## config.mk

```make
export PLATFORM = sky130hd
export DESIGN_NAME = ecg_rr_beat_rhythm_classifier_top
export DESIGN_NICKNAME = d
export VERILOG_FILES = /design/src/rtl/ecgrr_pkg.sv /design/src/rtl/ecgrr_interval.sv /design/src/rtl/ecgrr_rhythm.sv /design/src/rtl/ecg_rr_beat_rhythm_classifier_top.sv
export SDC_FILE = /design/constraint.sdc
export NUM_CORES = 2
export LEC_CHECK = 0
export ABC_AREA = 0
export BUFFER_PORTS_ARGS = -buffer_cell sky130_fd_sc_hd__buf_4
export CAP_MARGIN = 20
export CORE_AREA = 4 4 289 291
export DETAILED_ROUTE_END_ITERATION = 8
export DIE_AREA = 0 0 293 295
export GPL_TIMING_DRIVEN = 0
export MAX_ROUTING_LAYER = met4
export PLACE_DENSITY = 0.73
export SETUP_SLACK_MARGIN = 0.5
export SYNTH_ARGS = -nofsm -noshare
export SYNTH_HDL_FRONTEND = slang
export SYNTH_SLANG_ARGS = --single-unit
export TNS_END_PERCENT = 5
```

## constraint.sdc

```tcl
create_clock -name clk -period 15.95 [get_ports clk]
set_clock_uncertainty 0.05 [all_clocks]
set_input_delay 0 -clock clk [delete_from_list [all_inputs] [get_ports clk]]
set_output_delay 0 -clock clk [all_outputs]
set_load 0.1 [all_outputs]
```

## src/rtl/ecgrr_pkg.sv

```systemverilog
package ecgrr_pkg;

    typedef logic [1:0] cls_t;

    localparam cls_t CLS_N = 2'd0;
    localparam cls_t CLS_V = 2'd1;
    localparam cls_t CLS_A = 2'd2;

    localparam logic [3:0] LVL_NORMAL    = 4'd0;
    localparam logic [3:0] LVL_APC       = 4'd1;
    localparam logic [3:0] LVL_PVC       = 4'd2;
    localparam logic [3:0] LVL_PAUSE     = 4'd3;
    localparam logic [3:0] LVL_COUPLET   = 4'd4;
    localparam logic [3:0] LVL_TRIGEMINY = 4'd5;
    localparam logic [3:0] LVL_BIGEMINY  = 4'd6;
    localparam logic [3:0] LVL_ARUN      = 4'd7;
    localparam logic [3:0] LVL_VRUN      = 4'd8;

    localparam int POS_BITS_DEF = 32;
    localparam int POS_IN_W     = 32;
    localparam int WIDTH_W      = 10;
    localparam int PAUSE_W      = 12;
    localparam int IN_TDATA_W   = 48;
    localparam int OUT_TDATA_W  = 8;
    localparam int PADDR_W      = 3;

    localparam int REG_WIDE_QRS = 0;
    localparam int REG_PAUSE    = 1;

    localparam logic [WIDTH_W-1:0] WIDE_QRS_RST = 10'd27;
    localparam logic [PAUSE_W-1:0] PAUSE_RST    = 12'd300;

    // premature: 1000*rr <= 855*avg + 1060; window: 2*rr < 3*avg, 10*rr > 7*avg
    localparam int RR_SCALE   = 1000;
    localparam int AVG_SCALE  = 855;
    localparam int PREM_BIAS  = 1060;
    localparam int WIN_HI_RR  = 2;
    localparam int WIN_HI_AVG = 3;
    localparam int WIN_LO_RR  = 10;
    localparam int WIN_LO_AVG = 7;

    typedef struct packed {
        logic all_valid;
        logic premature;
        logic in_win;
        logic pause;
    } ivl_status_t;

endpackage

```

## src/rtl/ecgrr_interval.sv

```systemverilog
module ecgrr_interval #(
    parameter int POS_BITS = ecgrr_pkg::POS_BITS_DEF
) (
    input  logic [POS_BITS-1:0]            pos_new,
    input  logic [POS_BITS-1:0]            pos_old [5],
    input  logic [POS_BITS-1:0]            avg,
    input  logic [ecgrr_pkg::PAUSE_W-1:0]  pause_thr,
    output logic [POS_BITS-1:0]            rr [5],
    output ecgrr_pkg::ivl_status_t         status
);
    import ecgrr_pkg::*;

    localparam int PW = POS_BITS + 11;
    localparam int HW = POS_BITS + 2;
    localparam int LW = POS_BITS + 4;

    logic [POS_BITS-1:0] cur;
    logic [PW-1:0]       prem_lhs;
    logic [PW-1:0]       prem_rhs;
    logic [HW-1:0]       hi_lhs;
    logic [HW-1:0]       hi_rhs;
    logic [LW-1:0]       lo_lhs;
    logic [LW-1:0]       lo_rhs;
    logic                any_zero;

    always_comb
    begin
        any_zero = (pos_new == '0);
        for (int i = 0; i < 5; i++)
        begin
            any_zero = any_zero | (pos_old[i] == '0);
        end
        for (int i = 0; i < 4; i++)
        begin
            rr[i] = pos_old[i+1] - pos_old[i];
        end
        rr[4] = pos_new - pos_old[4];
    end

    assign cur      = rr[4];
    assign prem_lhs = PW'(cur) * PW'(RR_SCALE);
    assign prem_rhs = PW'(avg) * PW'(AVG_SCALE) + PW'(PREM_BIAS);
    assign hi_lhs   = HW'(cur) * HW'(WIN_HI_RR);
    assign hi_rhs   = HW'(avg) * HW'(WIN_HI_AVG);
    assign lo_lhs   = LW'(avg) * LW'(WIN_LO_AVG);
    assign lo_rhs   = LW'(cur) * LW'(WIN_LO_RR);

    assign status.all_valid = ~any_zero;
    assign status.premature = (prem_lhs <= prem_rhs);
    assign status.in_win    = (hi_lhs < hi_rhs) && (lo_lhs < lo_rhs);
    assign status.pause     = (cur >= POS_BITS'(pause_thr));

endmodule

```

## src/rtl/ecgrr_rhythm.sv

```systemverilog
module ecgrr_rhythm (
    input  ecgrr_pkg::cls_t t,
    input  ecgrr_pkg::cls_t hist [5],
    input  logic            pause,
    output logic [3:0]      flag
);
    import ecgrr_pkg::*;

    cls_t t1, t2, t3, t4, t5;

    assign t1 = hist[0];
    assign t2 = hist[1];
    assign t3 = hist[2];
    assign t4 = hist[3];
    assign t5 = hist[4];

    always_comb
    begin
        if (t2 == CLS_V && t1 == CLS_V && t == CLS_V)
            flag = LVL_VRUN;
        else if (t2 == CLS_A && t1 == CLS_A && t == CLS_A)
            flag = LVL_ARUN;
        else if (t3 == CLS_N && t2 == CLS_V && t1 == CLS_N && t == CLS_V)
            flag = LVL_BIGEMINY;
        else if (t5 == CLS_N && t4 == CLS_N && t3 == CLS_V && t2 == CLS_N &&
                 t1 == CLS_N && t == CLS_V)
            flag = LVL_TRIGEMINY;
        else if (t5 == CLS_V && t4 == CLS_V && t3 == CLS_N && t2 == CLS_V &&
                 t1 == CLS_V && t == CLS_N)
            flag = LVL_TRIGEMINY;
        else if (t1 == CLS_V && t == CLS_V)
            flag = LVL_COUPLET;
        else if (pause)
            flag = LVL_PAUSE;
        else if (t == CLS_V)
            flag = LVL_PVC;
        else if (t == CLS_A)
            flag = LVL_APC;
        else
            flag = LVL_NORMAL;
    end

endmodule

```

## src/rtl/ecg_rr_beat_rhythm_classifier_top.sv

```systemverilog
// RR-interval beat and rhythm classifier.
// Input stream: one request per detected QRS. tdata carries the beat position
// (low 32 bits) and the QRS width (next 10 bits); tuser is the restart flag,
// which clears the history before the beat is handled.
// Output stream: one request per input request, in order. tdata carries the
// beat class (bits 1:0) and the sticky rhythm level (bits 5:2); tuser is the
// classified flag, low while fewer than six nonzero positions are held.
// The APB port holds the wide-QRS threshold (0x0) and the pause threshold (0x4);
// write them only while the block is idle.
// An accepted request lands in the input register; its result is loaded into
// the output register, raising tvalid, once it is empty or its result is taken.
// Throughput is one beat per cycle while the receiver does not stall, set by
// the single pass from the input register through the constant-multiply
// compares to the history and output registers.
// When the receiver stalls, the output register holds its result and the input
// register can still take one more request; only then does s_axis_tready fall.
// Reset empties both registers, clears all histories and sets the thresholds
// to 27 and 300.
module ecg_rr_beat_rhythm_classifier_top #(
    parameter int POS_BITS = ecgrr_pkg::POS_BITS_DEF
) (
    input  logic                                clk,
    input  logic                                rst_n,
    input  logic                                s_axis_tvalid,
    output logic                                s_axis_tready,
    // beat_position [31:0], beat_width [41:32], zero fill
    input  logic [ecgrr_pkg::IN_TDATA_W-1:0]    s_axis_tdata,
    // restart
    input  logic                                s_axis_tuser,
    output logic                                m_axis_tvalid,
    input  logic                                m_axis_tready,
    // beat_class [1:0], rhythm_level [5:2], zero fill
    output logic [ecgrr_pkg::OUT_TDATA_W-1:0]   m_axis_tdata,
    // classified
    output logic                                m_axis_tuser,
    input  logic                                psel,
    input  logic                                penable,
    input  logic                                pwrite,
    input  logic [ecgrr_pkg::PADDR_W-1:0]       paddr,
    input  logic [31:0]                         pwdata,
    output logic [31:0]                         prdata,
    output logic                                pready
);
    import ecgrr_pkg::*;

    localparam int SUM_W = POS_BITS + 2;

    logic                   in_valid_reg;
    logic [POS_BITS-1:0]    in_pos_reg;
    logic [WIDTH_W-1:0]     in_width_reg;
    logic                   in_restart_reg;

    logic [POS_BITS-1:0]    pos_hist_reg [5];
    logic [POS_BITS-1:0]    pos_hist_next [5];
    logic [POS_BITS-1:0]    nrr_reg [4];
    logic [POS_BITS-1:0]    nrr_next [4];
    logic [POS_BITS-1:0]    avg_reg;
    logic [POS_BITS-1:0]    avg_next;
    cls_t                   types_reg [5];
    cls_t                   types_next [5];
    logic [3:0]             sticky_reg;
    logic [3:0]             sticky_next;
    cls_t                   last_reg;
    cls_t                   last_next;

    logic [WIDTH_W-1:0]     wide_thr_reg;
    logic [PAUSE_W-1:0]     pause_thr_reg;

    logic                   out_valid_reg;
    cls_t                   out_class_reg;
    cls_t                   out_class_next;
    logic [3:0]             out_level_reg;
    logic [3:0]             out_level_next;
    logic                   out_classified_reg;
    logic                   out_classified_next;

    logic                   adv;
    logic                   step;
    logic                   cfg_wr;
    logic                   reg_sel;

    logic [POS_BITS-1:0]    pos_eff [5];
    logic [POS_BITS-1:0]    nrr_eff [4];
    logic [POS_BITS-1:0]    avg_eff;
    cls_t                   types_eff [5];
    logic [3:0]             sticky_eff;

    logic [POS_BITS-1:0]    rr [5];
    ivl_status_t            ivl;
    cls_t                   beat_t;
    logic [3:0]             flag;
    logic                   nrr_upd;

    // pipeline handshake
    assign adv           = ~out_valid_reg | m_axis_tready;
    assign step          = in_valid_reg & adv;
    assign s_axis_tready = ~in_valid_reg | adv;

    assign m_axis_tvalid = out_valid_reg;
    assign m_axis_tdata  = {2'b00, out_level_reg, out_class_reg};
    assign m_axis_tuser  = out_classified_reg;

    // configuration
    assign pready  = 1'b1;
    assign cfg_wr  = psel & penable & pwrite & pready;
    assign reg_sel = paddr[2];
    assign prdata  = (reg_sel == 1'(REG_PAUSE)) ? 32'(pause_thr_reg) : 32'(wide_thr_reg);

    always_ff @(posedge clk or negedge rst_n)
    begin
        if (!rst_n)
        begin
            wide_thr_reg  <= WIDE_QRS_RST;
            pause_thr_reg <= PAUSE_RST;
        end
        else if (cfg_wr)
        begin
            if (reg_sel == 1'(REG_WIDE_QRS))
                wide_thr_reg <= pwdata[WIDTH_W-1:0];
            else
                pause_thr_reg <= pwdata[PAUSE_W-1:0];
        end
    end

    // restart view of the history
    always_comb
    begin
        for (int i = 0; i < 5; i++)
        begin
            pos_eff[i]   = in_restart_reg ? '0 : pos_hist_reg[i];
            types_eff[i] = in_restart_reg ? CLS_N : types_reg[i];
        end
        for (int i = 0; i < 4; i++)
        begin
            nrr_eff[i] = in_restart_reg ? '0 : nrr_reg[i];
        end
        avg_eff    = in_restart_reg ? '0 : avg_reg;
        sticky_eff = in_restart_reg ? LVL_NORMAL : sticky_reg;
    end

    ecgrr_interval #(
        .POS_BITS (POS_BITS)
    ) u_interval (
        .pos_new   (in_pos_reg),
        .pos_old   (pos_eff),
        .avg       (avg_eff),
        .pause_thr (pause_thr_reg),
        .rr        (rr),
        .status    (ivl)
    );

    always_comb
    begin
        if (!ivl.premature)
            beat_t = CLS_N;
        else if (in_width_reg >= wide_thr_reg)
            beat_t = CLS_V;
        else
            beat_t = CLS_A;
    end

    ecgrr_rhythm u_rhythm (
        .t     (beat_t),
        .hist  (types_eff),
        .pause (ivl.pause),
        .flag  (flag)
    );

    assign nrr_upd = (beat_t == CLS_N) && (types_eff[0] == CLS_N) && ivl.in_win;

    always_comb
    begin
        logic [SUM_W-1:0] sum;

        for (int i = 0; i < 4; i++)
        begin
            pos_hist_next[i] = pos_eff[i+1];
        end
        pos_hist_next[4] = in_pos_reg;
        for (int i = 4; i > 0; i--)
        begin
            types_next[i] = types_eff[i-1];
        end

        if (!ivl.all_valid)
        begin
            // warm-up: load the four newest intervals
            for (int i = 0; i < 4; i++)
            begin
                nrr_next[i] = rr[i+1];
            end
            types_next[0]       = last_reg;
            sticky_next         = LVL_NORMAL;
            last_next           = CLS_N;
            out_class_next      = CLS_N;
            out_level_next      = LVL_NORMAL;
            out_classified_next = 1'b0;
        end
        else
        begin
            if (nrr_upd)
            begin
                for (int i = 0; i < 3; i++)
                begin
                    nrr_next[i] = nrr_eff[i+1];
                end
                nrr_next[3] = rr[4];
            end
            else
            begin
                for (int i = 0; i < 4; i++)
                begin
                    nrr_next[i] = nrr_eff[i];
                end
            end
            types_next[0]       = beat_t;
            sticky_next         = (flag > sticky_eff) ? flag : sticky_eff;
            last_next           = beat_t;
            out_class_next      = beat_t;
            out_level_next      = sticky_next;
            out_classified_next = 1'b1;
        end

        sum = SUM_W'(nrr_next[0]) + SUM_W'(nrr_next[1])
            + SUM_W'(nrr_next[2]) + SUM_W'(nrr_next[3]);
        if (!ivl.all_valid || nrr_upd)
            avg_next = sum[SUM_W-1:2];
        else
            avg_next = avg_eff;
    end

    always_ff @(posedge clk or negedge rst_n)
    begin
        if (!rst_n)
        begin
            in_valid_reg  <= 1'b0;
            out_valid_reg <= 1'b0;
        end
        else
        begin
            if (s_axis_tready)
                in_valid_reg <= s_axis_tvalid;
            if (adv)
                out_valid_reg <= in_valid_reg;
        end
    end

    always_ff @(posedge clk)
    begin
        if (s_axis_tvalid && s_axis_tready)
        begin
            in_pos_reg     <= POS_BITS'(s_axis_tdata[POS_IN_W-1:0]);
            in_width_reg   <= s_axis_tdata[POS_IN_W +: WIDTH_W];
            in_restart_reg <= s_axis_tuser;
        end
        if (step)
        begin
            out_class_reg      <= out_class_next;
            out_level_reg      <= out_level_next;
            out_classified_reg <= out_classified_next;
        end
    end

    always_ff @(posedge clk or negedge rst_n)
    begin
        if (!rst_n)
        begin
            for (int i = 0; i < 5; i++)
            begin
                pos_hist_reg[i] <= '0;
                types_reg[i]    <= CLS_N;
            end
            for (int i = 0; i < 4; i++)
            begin
                nrr_reg[i] <= '0;
            end
            avg_reg    <= '0;
            sticky_reg <= LVL_NORMAL;
            last_reg   <= CLS_N;
        end
        else if (step)
        begin
            pos_hist_reg <= pos_hist_next;
            types_reg    <= types_next;
            nrr_reg      <= nrr_next;
            avg_reg      <= avg_next;
            sticky_reg   <= sticky_next;
            last_reg     <= last_next;
        end
    end

    a_warmup_quiet: assert property (@(posedge clk) disable iff (!rst_n)
        (m_axis_tvalid && !m_axis_tuser) |-> (m_axis_tdata[5:0] == 6'd0))
        else $error("unclassified result carries a class or level");

    a_vent_level: assert property (@(posedge clk) disable iff (!rst_n)
        (m_axis_tvalid && m_axis_tuser && m_axis_tdata[1:0] == CLS_V)
        |-> (m_axis_tdata[5:2] >= LVL_PVC))
        else $error("ventricular beat with level below pvc");

    a_atrial_level: assert property (@(posedge clk) disable iff (!rst_n)
        (m_axis_tvalid && m_axis_tuser && m_axis_tdata[1:0] == CLS_A)
        |-> (m_axis_tdata[5:2] >= LVL_APC))
        else $error("atrial beat with level below apc");

    a_sticky_rises: assert property (@(posedge clk) disable iff (!rst_n)
        (step && ivl.all_valid && !in_restart_reg) |=> (sticky_reg >= $past(sticky_reg)))
        else $error("sticky rhythm level fell on a classified beat");

endmodule
```

### Yosys cells after proc, flatten, opt, wreduce, memory -nomap -nowiden

Cells that the tools add are included.

* multipliers: 5
* add/sub/neg operators: 8
* reduce and logical (&&, ||, !) cells: 37
* equal/unequal tests: 9
* multiplexer cells: 36
* bitwise operators: 13
* $lt $le $gt $ge: 6

Operators with widths (count)
* 32-bit 2-to-1 mux: 11
* 128-bit 2-to-1 mux: 2
* 32-bit logical NOT: 6
* 32-bit subtractor: 4
* 32-bit by 3-bit multiplier with 35-bit output, second input constant: 2
* 4-bit 2-to-1 mux: 11
* 42-bit by 11-bit adder with 43-bit output, second input constant: 1
* 42-bit by 43-bit <= comparator with 1-bit output: 1
* 32-bit by 10-bit multiplier with 42-bit output, second input constant: 1
* 32-bit by 7-bit multiplier with 39-bit output, second input constant: 1
* 35-bit by 36-bit < comparator with 1-bit output: 1
* 33-bit by 32-bit adder with 34-bit output: 1
* 34-bit by 32-bit adder with 34-bit output: 1
* 33-bit by 34-bit < comparator with 1-bit output: 1
* 32-bit by 2-bit multiplier with 34-bit output, second input constant: 1
* 32-bit by 32-bit adder with 33-bit output: 1
* 32-bit by 12-bit >= comparator with 1-bit output: 1
* 1-bit logical AND: 22
* 2-bit 2-to-1 mux: 9
* 2-bit by 1-bit equality test with 1-bit output, second input constant: 6
* 2-bit logical NOT: 6
* 12-bit 2-to-1 mux: 1
* 10-bit >= comparator: 1
* 1-bit bitwise OR: 7
* 7 further kinds: 15

* register bits: 410
* output and inout port bits: 44
* word-level logic and storage cells: 141
* bits of input ports: 91

### Depth between registers and ports, before layout

* depth after elaboration: 18
* mapped depth: 73
* depth with buffers taken out: 68

### Modules after synthesis

Synthesis repeated with hierarchy kept, for this count alone.

* cells, all modules: 5769
* area total of the unflattened synthesis: 51695.8 um^2

Modules (own cells, without submodules)
* ecgrr_interval: instances 1, sequential area each 0.0 um^2, area each 28763.8 um^2, cells each 3505
* ecg_rr_beat_rhythm_classifier_top: instances 1, sequential area each 10520.1 um^2, area each 22784.4 um^2, cells each 2241
* ecgrr_rhythm: instances 1, sequential area each 0.0 um^2, area each 147.6 um^2, cells each 23

### Worst setup path after synthesis

Ideal clock, no wire load.

* path type: register -> register
* start point: register in_restart_reg
* end point: register avg_reg[29]
* setup slack: 1.353 ns
* required time: 15.817 ns
* buffers on the path: 5
* cell stages (with the launch flop): 69
* arrival time: 14.464 ns
* setup time: 0.083 ns
* period minus slack after synthesis: 14.597 ns
* path through: edfxtp_1 inv_2 clkbuf_1 buf_1 nand2_1 ha_1 a21o_1 o22a_1 and3_1 a211oi_1 o21bai_1 a21o_1 a21o_1 a21o_1 a21o_1 and2_1 o21a_1 nor2_1 [... 33 more ...] a21oi_1 fa_1 a21o_1 a21oi_1 o21ai_0 a21oi_1 o21bai_1 a31oi_1 o21ai_0 a21oi_1 o21ai_0 a31o_2 o211ai_1 a31oi_1 nor3_1 nor2_1 a21o_1 o21ai_0

RTL lines
* start: declaration: RTL line ecg_rr_beat_rhythm_classifier_top.sv:51 `logic in_restart_reg;`
* start signal: assignment: RTL line ecg_rr_beat_rhythm_classifier_top.sv:254 `in_restart_reg <= s_axis_tuser;`
* end signal: assignment: RTL line ecg_rr_beat_rhythm_classifier_top.sv:286 `avg_reg <= avg_next;`
* end: declaration: RTL line ecg_rr_beat_rhythm_classifier_top.sv:57 `logic [POS_BITS-1:0] avg_reg;`

==> results.py <==
metrics = {
    "logic_synthesis": {
        "synthDistinctLibCells": 78,
        "ys_top_cells_by_count": "790 x inv_1, 774 x nand2_1, 629 x ha_1, 395 x o21ai_0, 384 x fa_1",
        "synth.top_cell.area_share_pct": 18.3,
        "ys_seq_area_share_pct": 21.9,
        "synth-seq-cells": 410,
        "synth_most_common_cell": "inv_1",
        "synthFlopType": "dfrtp_1",
        "synth_area_per_cell_sq_um": 8.66,
        "synth_edf_count": 50,
        "yosys.area.top_type": "dfrtp_1",
        "async_flop_share_pct": 87.8,
        "yosysWarnings": 0,
        "netlist_area_sq_um": 48100,
        "synthCells": 5552,
        "synth.area.top_cells": "dfrtp_1 18%, ha_1 16%, fa_1 16%",
    },
    "routing": {
        "avgViaCountPerCell": 6.01,
        "drtPass1Iterations": 5,
        "vias": 42100,
        "wl_per_cell_um": 22.9,
        "drc_errors": 0,
        "drt-initial-drc-count": 3492,
        "wl_um": 161000,
        "ant_nets": 0,
    },
    "setup_path": {
        "arrival_ns": 15.80,
        "r2r_cells": 72,
        "crit_path_end_kind": "flop",
        "r2r-start": "in_restart_reg",
        "cp_top_family": "compound AO/OA/AOI/OAI gates",
        "crit_fanout": 9,
        "cp_slowest_stage_delay_ns": 0.60,
        "critPathRequiredTime_ns": 16.35,
        "r2r-end": "avg_reg[29]",
        "crit_top_cell": "fa_1",
        "slowest_stage": "fa_1",
        "r2r_slack_ns": 0.54,
        "crit_buf_inv": 18,
        "startpoint_type": "flop",
        "criticalPathCategory": "reg -> reg",
    },
    "floorplan": {
        "initial_core_util_pct": 59.7,
        "ios": 135,
        "die_area_sq_um": 86400,
        "dieHeight_um": 295,
        "std_cell_rows": 104,
        "core_area_sq_um": 80500,
        "die_w_um": 293,
    },
    "placed_design": {
        "port_buffers": 83,
        "place_congestion": 1.03,
        "hpwl_um": 129000,
        "place_area_sq_um": 50600,
    },
    "min_path": {
        "hold_class": "in -> reg",
        "hold_end": "in_pos_reg[15]",
        "hold_start": "s_axis_tdata[15]",
        "holdPathStages": 2,
    },
    "global_route": {
        "grt_pass1_vias": 41500,
        "grt_pass1_wl_um": 243000,
        "grt_max_degree": 116,
        "antenna_found_initial": 2,
        "overflow": 0,
        "track_usage_pct": 37.8,
    },
    "timing": {
        "max_slew_margin_pct": 10.7,
        "finalHoldWorstSlack_ns": 0.0835,
        "fmax_mhz": 64.9,
        "setup_viol": 0,
        "rsz0062_at_grt": "yes",
        "hold_violations": 0,
        "maxSlewViolCount": 0,
        "layout_worst_path_cycle_share_pct": 96.6,
        "final.min_clock_period_ns": 15.41,
        "tightest_slew_ns": 1.33,
    },
    "clock_tree": {
        "insertion_delay_ns": 0.61,
        "cts_root_buf": "clkbuf_16",
        "clock_sinks": 410,
        "clk_pin_slew_ns": 0.06,
        "clk_path_buf_depth": 3,
        "cts_made_buffers": 46,
        "htree_levels": 2,
        "cts_tree": "yes",
    },
    "status": {
        "status": "completed",
    },
    "final_layout": {
        "synthToLayoutAreaGrowth_pct": 15.0,
        "largest_register_ffs": 160,
        "finalInstanceArea_sq_um": 55300,
        "fin_nets": 7006,
        "drive_gt1_share_pct": 10.7,
    },
    "run": {
        "max_cap_violations": 0,
    },
}
-- how the worst max path moves through the flow --
stage                              start          end  slack (ns)  cells past startpoint
after global placement    in_restart_reg  avg_reg[31]       -6.12                     66
final                     in_restart_reg  avg_reg[29]        0.54                     72
after global routing      in_restart_reg  avg_reg[29]        0.19                     73
after CTS                 in_restart_reg  avg_reg[31]        0.51                     71
after floorplan           in_restart_reg  avg_reg[29]        1.35                     68
after detailed placement  in_restart_reg  avg_reg[31]       -5.36                     65
-- worst register-to-register path, delay by kind of cell (launching register included) --
family | cells | cell delay [ns]
AOI/OAI and AO/OA | 31 | 5.88
adders and majority gates | 10 | 4.30
buffers and inverters | 18 | 2.47
and+or+nand+nor | 10 | 1.27
xor gates and xnor gates | 2 | 0.68
DFF | 1 | 0.38
muxes | 1 | 0.24
-- through the flow --
stage / TNS [ns] / cells / worst slack (ns) / util, %
6_report: 0 / 7002 / 0.544 / 68.7
5_1_grt: 0 / 7001 / 0.186 / 68.6
3_5_place_dp: -204.38 / 6750 / -5.36 / 62.9
4_1_cts: 0 / 6955 / 0.507 / 67.5
3_3_place_gp: -333.90 / 6716 / -6.12 / 62.2
2_1_floorplan: 0 / 5573 / 1.35 / -
-- per-layer routing --
metal / wire, um / GRT usage [%] / vias to the layer above
met4: 10200 / 17.2 / 0
met2: 72000 / 59.4 / 1705
li1: - / - / 19400
met3: 13800 / 7.34 / 486
met5: 0 / - / -
met1: 64600 / 47.8 / 20500
-- layout by cell type (no fill, tap or decap), types with 14 or more instances in the layout --
master,count
nand2b_1,29
o21a_1,31
conb_1,23
o21ai_0,383
nand4_1,41
buf_1,17
a31o_1,14
nand3_1,95
and2_1,22
xnor2_1,176
a21boi_0,24
nor4_1,56
o211ai_1,24
mux2i_1,84
nor3_1,59
a21oi_1,281
buf_8,18
o21ai_1,54
a21o_1,124
clkbuf_1,106
a21oi_2,18
xnor2_2,14
nor2_1,218
fa_1,380
dfrtp_1,352
nor2b_1,64
buf_4,216
edfxtp_1,50
mux2_2,70
xor2_1,77
inv_1,778
ha_1,609
o21bai_1,38
a211oi_1,30
a31oi_1,35
and3_1,27
dlygate4sd3_1,62
or3_1,36
clkbuf_16,53
nand2_1,760
-- cell type report --
cell class / count / area, sq um
Antenna cell: 3 / 7.51
Buffer: 172 / 1010
Clock buffer: 66 / 1390
Clock inverter: 19 / 332
Fill cell: 6477 / 25200
Inverter: 793 / 3040
Multi-Input combinational cell: 4199 / 35100
Sequential cell: 410 / 10500
Tap cell: 1060 / 1330
Timing Repair Buffer: 280 / 2540
-- repair_timing --
action | 4_1_cts | 5_1_grt
gates cloned | 1 | 1
setup buffers | 56 | 42
resized for setup | 198 | 130
hold endpoints to repair | 304 | 0
pin swaps | 43 | 77
hold buffers | 63 | 0
endpoints found under the setup margin | 168 | 20
-- kinds of logic after synthesis --
kind of cell,share of synthesized area [%]
AOI/OAI and AO/OA,15.4
xor gates and xnor gates,5.08
adders and majority gates,32.4
buffers and inverters,7.73
DFF,21.9
muxes,3.41
other,0.0156
and+or+nand+nor,14.1
Power is left out: the tool's default activity adds up to more than one toggle a clock period on the data nets, which glitch-free logic cannot reach.
